$ cat src/sv/rope_pkg.sv
// shared types, constants and tables for the rotary position embedding block
package rope_pkg;

  localparam int HalfDimDefault     = 64;
  localparam int CordicStepsDefault = 16;
  localparam int MaxCordic          = 24;
  localparam logic [15:0] ScaleGainReset    = 16'd16384;
  localparam logic [15:0] MaxPositionsReset = 16'd2048;
  localparam logic signed [33:0] InvGainQ30 = 34'sd652032874;

  typedef enum logic [1:0] {
    OP_LOAD    = 2'd0,
    OP_ROTATE  = 2'd1,
    OP_ADVANCE = 2'd2,
    OP_NONE    = 2'd3
  } opcode_t;

  localparam logic CFG_SCALE_GAIN    = 1'b0;
  localparam logic CFG_MAX_POSITIONS = 1'b1;

  typedef struct packed {
    logic [1:0]         opcode;
    logic [5:0]         pair_index;
    logic [15:0]        seq_offset;
    logic signed [15:0] x_first;
    logic signed [15:0] x_second;
    logic [31:0]        step_value;
    logic [15:0]        advance_count;
  } rope_in_t;

  typedef struct packed {
    logic signed [15:0] y_first;
    logic signed [15:0] y_second;
    logic [15:0]        position_now;
  } rope_out_t;

  // payload carried along the cordic row
  typedef struct packed {
    logic signed [15:0] x_first;
    logic signed [15:0] x_second;
    logic [15:0]        position_now;
    logic               rotate;
    logic               flip;
  } rope_tag_t;

  typedef struct packed {
    logic signed [33:0] x;
    logic signed [33:0] y;
    logic signed [33:0] z;
  } rope_vec_t;

  function automatic logic signed [33:0] atan_turns(input int i);
    logic signed [33:0] r;
    case (i)
      0: r = 34'sd536870912;  1: r = 34'sd316933406;  2: r = 34'sd167458907;
      3: r = 34'sd85004756;   4: r = 34'sd42667331;   5: r = 34'sd21354465;
      6: r = 34'sd10679838;   7: r = 34'sd5340245;    8: r = 34'sd2670163;
      9: r = 34'sd1335087;    10: r = 34'sd667544;    11: r = 34'sd333772;
      12: r = 34'sd166886;    13: r = 34'sd83443;     14: r = 34'sd41722;
      15: r = 34'sd20861;     16: r = 34'sd10430;     17: r = 34'sd5215;
      18: r = 34'sd2608;      19: r = 34'sd1304;      20: r = 34'sd652;
      21: r = 34'sd326;       22: r = 34'sd163;       23: r = 34'sd81;
      default: r = '0;
    endcase
    return r;
  endfunction

endpackage

$ cat src/sv/rope_front.sv
// step table, position counter, angle multiply and quadrant fold
module rope_front #(
  parameter int HalfDim = rope_pkg::HalfDimDefault
) (
  input  logic                clk,
  input  logic                rst_n,
  input  logic                en,
  input  logic                in_fire,
  input  rope_pkg::rope_in_t  in_data,
  input  logic [15:0]         max_positions,
  output logic                out_valid,
  output rope_pkg::rope_vec_t out_vec,
  output rope_pkg::rope_tag_t out_tag
);
  import rope_pkg::*;

  // the 6-bit pair index reaches at most 64 entries
  localparam int TableDepth = (HalfDim < 64) ? HalfDim : 64;
  localparam int IdxW = (TableDepth > 1) ? $clog2(TableDepth) : 1;

  logic [31:0] step_mem [TableDepth];
  logic [15:0] position_r, position_nxt;

  // stage a: table read, position sum
  logic        a_valid_r;
  logic [31:0] a_step_r;
  logic [16:0] a_pos_r;
  logic        a_idx_ok_r;
  rope_tag_t   a_tag_r;
  // stage b: angle product
  logic        b_valid_r;
  logic [31:0] b_ang_r;
  rope_tag_t   b_tag_r;

  logic        idx_ok;
  logic [16:0] adv_sum;
  logic [31:0] step_use;
  logic [48:0] prod;
  logic [31:0] ang_f;
  logic        fl;
  rope_tag_t   tag_in;

  assign idx_ok  = ({26'd0, in_data.pair_index} < 32'(HalfDim));
  assign adv_sum = {1'b0, position_r} + {1'b0, in_data.advance_count};

  always_comb begin
    position_nxt = position_r;
    if (in_fire && in_data.opcode == OP_ADVANCE) begin
      position_nxt = (adv_sum >= {1'b0, max_positions}) ? 16'd0 : adv_sum[15:0];
    end
    tag_in.x_first      = in_data.x_first;
    tag_in.x_second     = in_data.x_second;
    tag_in.position_now = position_nxt;
    tag_in.rotate       = (in_data.opcode == OP_ROTATE);
    tag_in.flip         = 1'b0;
  end

  always_ff @(posedge clk) begin
    if (in_fire && in_data.opcode == OP_LOAD && idx_ok) begin
      step_mem[in_data.pair_index[IdxW-1:0]] <= in_data.step_value;
    end
  end

  always_ff @(posedge clk) begin
    if (!rst_n) begin
      position_r <= '0;
      a_valid_r  <= 1'b0;
      b_valid_r  <= 1'b0;
    end else begin
      position_r <= position_nxt;
      if (en) begin
        a_valid_r <= in_fire;
        b_valid_r <= a_valid_r;
      end
    end
    if (en) begin
      a_step_r   <= step_mem[in_data.pair_index[IdxW-1:0]];
      a_idx_ok_r <= idx_ok;
      a_pos_r    <= {1'b0, position_r} + {1'b0, in_data.seq_offset};
      a_tag_r    <= tag_in;
      b_ang_r    <= prod[31:0];
      b_tag_r    <= a_tag_r;
    end
  end

  assign step_use = a_idx_ok_r ? a_step_r : 32'd0;
  assign prod     = 49'(a_pos_r) * 49'(step_use);

  // fold quadrants 1 and 2 by a half turn and negate afterwards
  assign fl    = b_ang_r[31] ^ b_ang_r[30];
  assign ang_f = fl ? (b_ang_r - 32'h8000_0000) : b_ang_r;

  always_comb begin
    out_valid   = b_valid_r;
    out_vec.x   = InvGainQ30;
    out_vec.y   = '0;
    out_vec.z   = {{2{ang_f[31]}}, ang_f};
    out_tag     = b_tag_r;
    out_tag.flip = fl;
  end

endmodule

$ cat config.mk
export PLATFORM = sky130hd
export DESIGN_NAME = rope_front
export DESIGN_NICKNAME = d
export VERILOG_FILES = /design/src/sv/rope_pkg.sv /design/src/sv/rope_front.sv
export SDC_FILE = /design/constraint.sdc
export NUM_CORES = 2
export LEC_CHECK = 0
export BUFFER_PORTS_ARGS = -buffer_cell sky130_fd_sc_hd__buf_2
export CAP_MARGIN = 20
export CORE_MARGIN = 2
export CORE_UTILIZATION = 40
export CTS_CLUSTER_SIZE = 16
export DETAILED_ROUTE_END_ITERATION = 8
export MAX_ROUTING_LAYER = met4
export PLACE_DENSITY_LB_ADDON = 0.12
export SYNTH_ARGS = -nofsm -noshare
export SYNTH_HDL_FRONTEND = slang
export SYNTH_SLANG_ARGS = --single-unit
$ cat constraint.sdc
create_clock -name clk -period 6.85 [get_ports clk]
set_input_delay 0.3425 -clock clk [delete_from_list [all_inputs] [get_ports clk]]
set_output_delay 0.3425 -clock clk [all_outputs]
set_load 0.01 [all_outputs]
==> Word level (Yosys, flattened, before mapping) <==
Memory sizes are Yosys's and may differ from the RTL's. A register that Yosys moved wholly into a read port is not among the register bits.
Cells that the tools add are included.
{ "totals": {"register_bits": 165, "ram_bits": 2048, "output_inout_bits": 153, "wordCells": 30, "n_memories": 1} }
{ "mem_list": {"columns": ["memory", "depth", "width", "read_ports", "rd_ports_with_merged_regs", "write_ports", "line_no", "rtl"], "rows": [
  ["step_mem", 64, 32, 1, 1, 1, "rope_front.sv:21", "logic [31:0] step_mem [TableDepth];"]
]} }
{ "classes": {"addsub": 3, "n_mul": 1, "magnitude_cmp": 1, "n_eq_ne": 2, "muxes": 5, "bitwise": 1, "reduce_logical": 3} }
{ "op_table": {"columns": ["op", "count"], "rows": [
  ["16-bit by 16-bit adder with 17-bit output", 2],
  ["17-bit by 32-bit multiplier with 32-bit output", 1],
  ["16-bit two-way mux", 2],
  ["32-bit two-way mux", 1],
  ["32-bit subtractor, second input constant", 1],
  ["17-bit by 16-bit greater-or-equal comparator with 1-bit output", 1],
  ["2-bit by 1-bit equality test with 1-bit output, second input constant", 1],
  ["2-bit equality test, second input constant", 1],
  ["1-bit logical AND", 2],
  ["2-bit logical NOT", 1],
  ["1-bit two-way mux", 2],
  ["1-bit bitwise XOR", 1]
]} }

==> Depth between registers and ports, before layout <==
{ "logic_depth": {"depth_word": 4, "mapped_depth": 24} }

==> Least setup slack after synthesis <==
Ideal clock, no wire load.
{ "synth_timing": {"path_kind": "register to register", "startpoint": "reg a_pos_r[3]", "endpoint": "reg b_ang_r[30], data pin", "setup_time_ns": 0.267, "t_arrival_ns": 5.899, "setup_slack_ns": 0.685, "path_stages_with_launch": 23, "n_path_buf": 2, "synth_period_minus_slack_ns": 6.165, "path_cell_list": "edfxtp_1 > clkbuf_1 > clkbuf_1 > nand2_1 > fa_1 > fa_1 > inv_1 > fa_1 > inv_1 > fa_1 > inv_1 > fa_1 > inv_1 > fa_1 > inv_1 > ha_1 > nor2_1 > or3b_2 > a211oi_1 > o21ai_0 > a31oi_1 > mux2i_1 > o211ai_1"} }
{ "synth_between": {"elab_chain_len": 1} }
{ "synth_rtl": {"columns": ["item", "line_no", "rtl"], "rows": [
  ["start, declared", "rope_front.sv:27", "logic [16:0] a_pos_r;"],
  ["start signal, assigned", "rope_front.sv:79", "a_pos_r <= {1'b0, position_r} + {1'b0, in_data.seq_offset};"],
  ["17-bit by 32-bit multiplier with 32-bit output", "rope_front.sv:87", "assign prod = 49'(a_pos_r) * 49'(step_use);"],
  ["named net prod[30]", "rope_front.sv:38", "logic [48:0] prod;"],
  ["end signal, assigned", "rope_front.sv:81", "b_ang_r <= prod[31:0];"],
  ["end, declared", "rope_front.sv:32", "logic [31:0] b_ang_r;"]
]} }
The timed path passes the listed nets, and every way through them passes these cells.
A chain may end at the register's enable or synchronous reset.

==> Worst setup path after layout <==
{ "layout_timing": {"startpoint": "reg a_pos_r[4]", "endpoint": "reg b_ang_r[30], data pin"} }
The elaborated chain is that of the path after synthesis.

==> summary.txt <==
Global routing
  • Initial antenna violation count: 24
  • Vias in the first global route: 56,200
  • Grt ovf: 0
  • Pin count of the biggest net entering global routing: 147
  • Total track usage: 27.1%
  • First-pass GRT wire length: 452 mm

CTS
  • CTS Buf Count: 232
  • Root buf cell: clkbuf_16
  • CTS Sinks: 2,245
  • Clock Path Buffers: 3
  • Clock Latency Late Sink: 0.93 ns
  • Clock-pin slew of the registers on the worst-case setup and hold paths: 0.06 ns
  • CTS tree: done
  • Setup Buffers After CTS: 0
  • CTS HTree Levels: 4

Logic synthesis
  • Yosys cell types: 75
  • #FFs+latches synth: 2,245
  • Cell Area, Synth: 0.0966 mm^2
  • Post-synth ARST share: 0%
  • Register area share after synthesis: 69.6%
  • Cells after Synth: 6,056
  • Synth warn: 0
  • EDFF count, synth: 2,227
  • Avg Cell Area, Syn: 15.9 um^2
  • Synth Flop Type: edfxtp_1

Route
  • Avg Vias per Cell: 5.84
  • Via Count: 57,300
  • Final wirelength: 327 mm
  • WL/cell: 33.3 um
  • DRC: 0
  • DRT Pass-1 Iters: 8
  • DRT iter0 DRCs: 7,814
  • Remaining antenna violation count after routing: 0

STA
  • Setup Skew: 0.100 ns
  • RSZ-0062 raised after global routing: no
  • Fin. Hold Viols: 0
  • Slew headroom: 12.3%
  • Worst-Margin Slew: 1.30 ns
  • Final setup viols: 0
  • Clock period minus worst slack: 6.49 ns
  • Peak Freq: 154 MHz
  • Tcrit/Tclk final: 94.7%
  • Final slew viol count: 0
  • Setup_tns: 0 ns

Finish
  • Synth-to-Final Area Change: 14.5%
  • Filler cells: 21,000
  • Share of layout cells above drive strength 1: 15.7%
  • Sequential Area: 0.0672 mm^2
  • End-of-flow core utilization: 46.0%
  • Final layout net count: 6,977
  • Area of the multi-input gates: 0.0265 mm^2

Setup path
  • Required @ worst endpoint: 7.42 ns
  • Critical Path Source Type: flip-flop
  • Largest fanout on the critical path: 16
  • Setup crit end kind: flip-flop
  • Data arrival time of the critical path: 7.06 ns
  • CP Class: flip-flop to flip-flop

Power and ir drop
  • Clock group share of total power: 28.7%
  • P per Cell Area: 399 mW/mm^2
  • Logic pwr share: 34.7%
  • Internal: 29.3 mW
  • Leakage power: 37.7 nW
  • Peak VDD IR: 0.998 mV
  • Switching Power: 14.9 mW
  • Sw frac: 33.7%
  • Sequential share of power: 36.6%

Place
  • Routability Congestion: 0.862
  • Detail Placement HPWL: 197 mm
  • Port Buffers: 208

Flow run
  • Max cap viols: 0

Min path
  • Min-delay worst type: primary input to flip-flop

Die
  • Die X: 495 um
  • Core Area: 0.240 mm^2
  • Die Y: 495 um
  • Row cnt: 180
  • Initial Utilization: 40.2%
  • Die area: 0.245 mm^2
  • Ports: 277

Status
  • Status: completed
## synth_stat cells, types with 17 or more instances
cell,number,area share [%]
a21o_1,20,0.16
a21oi_1,182,0.94
a221oi_1,107,0.97
a222oi_1,71,0.74
a22o_1,81,0.73
a22oi_1,430,3.3
a31oi_1,47,0.30
a41oi_1,44,0.40
and2_1,178,1.2
buf_1,44,0.17
buf_2,103,0.53
buf_4,125,0.97
clkbuf_1,170,0.66
dfxtp_1,18,0.37
edfxtp_1,2227,69
fa_1,321,6.7
ha_1,115,1.5
inv_1,380,1.5
mux2_2,78,0.91
mux2i_1,154,1.6
mux4_2,48,1.1
nand2_1,386,1.5
nand3_1,37,0.19
nand4_1,17,0.11
nor2_1,158,0.61
nor3_1,25,0.13
o21a_1,20,0.16
o21ai_0,137,0.71
o22ai_1,60,0.39
xnor2_1,58,0.53
xor2_1,17,0.15
## timing repair
| action | in CTS | in global routing |
|---|---|---|
| setup endpoints to repair | 0 | 2 |
| hold buffers | 40 | 0 |
| hold endpoints to repair | 88 | 0 |
| gates resized for setup | 0 | 2 |
## layer usage
metal,global-route usage [%],wire length [um],up-vias
li1,-,-,23800
met1,36.6,135000,30300
met2,43.0,156000,2797
met3,3.97,26000,422
met4,7.71,9800,0
met5,-,0,-
## final cells by class
class	count	area share, %
Clock buffer	280	5.43
Clock inverter	155	1.46
Multi-Input combinational cell	3051	24.0
Sequential cell	2245	60.8
Antenna cell	11	0.0249
Inverter	380	1.29
Timing Repair Buffer	507	3.41
Tap cell	3185	3.60
## per-stage QoR
stage	setup slack, ns	total power [mW]	cell area (um^2)	hold WS, ns	instances
detailed placement	0.147	31.7	102000	0.405	9325
floorplan	0.685	27.2	96800	0.400	6122
global route	0.0414	46.7	111000	0.0646	9810
CTS	0.0980	44.3	111000	0.0149	9800
global placement	0.188	31.5	102000	0.400	9323
finish	0.363	44.1	111000	0.0540	9814
## kinds of logic after synthesis
group / count (synthesis) / synth area share, %
flip-flops: 2245 / 69.6
buffers and inverters: 826 / 3.86
other: 2 / 0.00778
AND/OR/NAND/NOR: 887 / 4.32
multiplexers: 281 / 3.64
AO/OA/AOI/OAI: 1304 / 9.74
adder cells (fa/ha/maj): 436 / 8.14
XOR/XNOR: 75 / 0.680
## cells in the final DEF, fill, tap and decap left out, drive strengths merged, types with 115 or more instances in the layout
cell type,n
buf,464
clkbuf,283
clkinv,121
nand2,386
inv,384
o21ai,146
and2,179
edfxtp,2227
fa,321
a21oi,182
ha,115
mux2i,154
a22oi,430
nor2,159
## sequential cells by signal, indices dropped and copies added, names as in the netlist
name        cells
step_mem     2048
a_tag_r        49
out_tag        49
a_step_r       32
b_ang_r        32
a_pos_r        17
position_r     16
a_valid_r       1
out_valid       1
## final timing paths
path                                       startpoint               endpoint  slack (ns)  depth (start not counted)
worst min-delay path                       in_data[1]   a_tag_r[3]$_DFFE_PP_        0.05                          3
worst max register to register   a_pos_r[4]$_DFFE_PP_  b_ang_r[30]$_DFFE_PP_        0.36                         19
worst min register to register  a_tag_r[32]$_DFFE_PP_  out_tag[32]$_DFFE_PP_        0.41                          0
worst max-delay path             a_pos_r[4]$_DFFE_PP_  b_ang_r[30]$_DFFE_PP_        0.36                         19
## critical path: stages, from the launching register on
cell	delay, ns
edfxtp_1	0.45
buf_4	0.20
buf_4	0.25
nand2_1	0.10
fa_1	0.48
fa_1	0.52
fa_1	0.55
inv_1	0.07
fa_1	0.55
fa_1	0.43
fa_1	0.44
ha_1	0.36
a21o_1	0.19
a21oi_1	0.18
a21boi_0	0.37
o21ai_0	0.26
o21ai_0	0.36
a31oi_1	0.18
mux2i_1	0.17
o211ai_1	0.10
## power groups by stage
stage	clock network [mW]	registers, mW	logic (mW)
3_5_place_dp	0	16.5	15.2
4_1_cts	12.8	16.2	15.3
6_report	12.7	16.2	15.3
3_3_place_gp	0	16.5	15.1
5_1_grt	13.4	16.2	17.2
2_1_floorplan	0	16.4	10.8
Power figures use the tool's default switching activity.
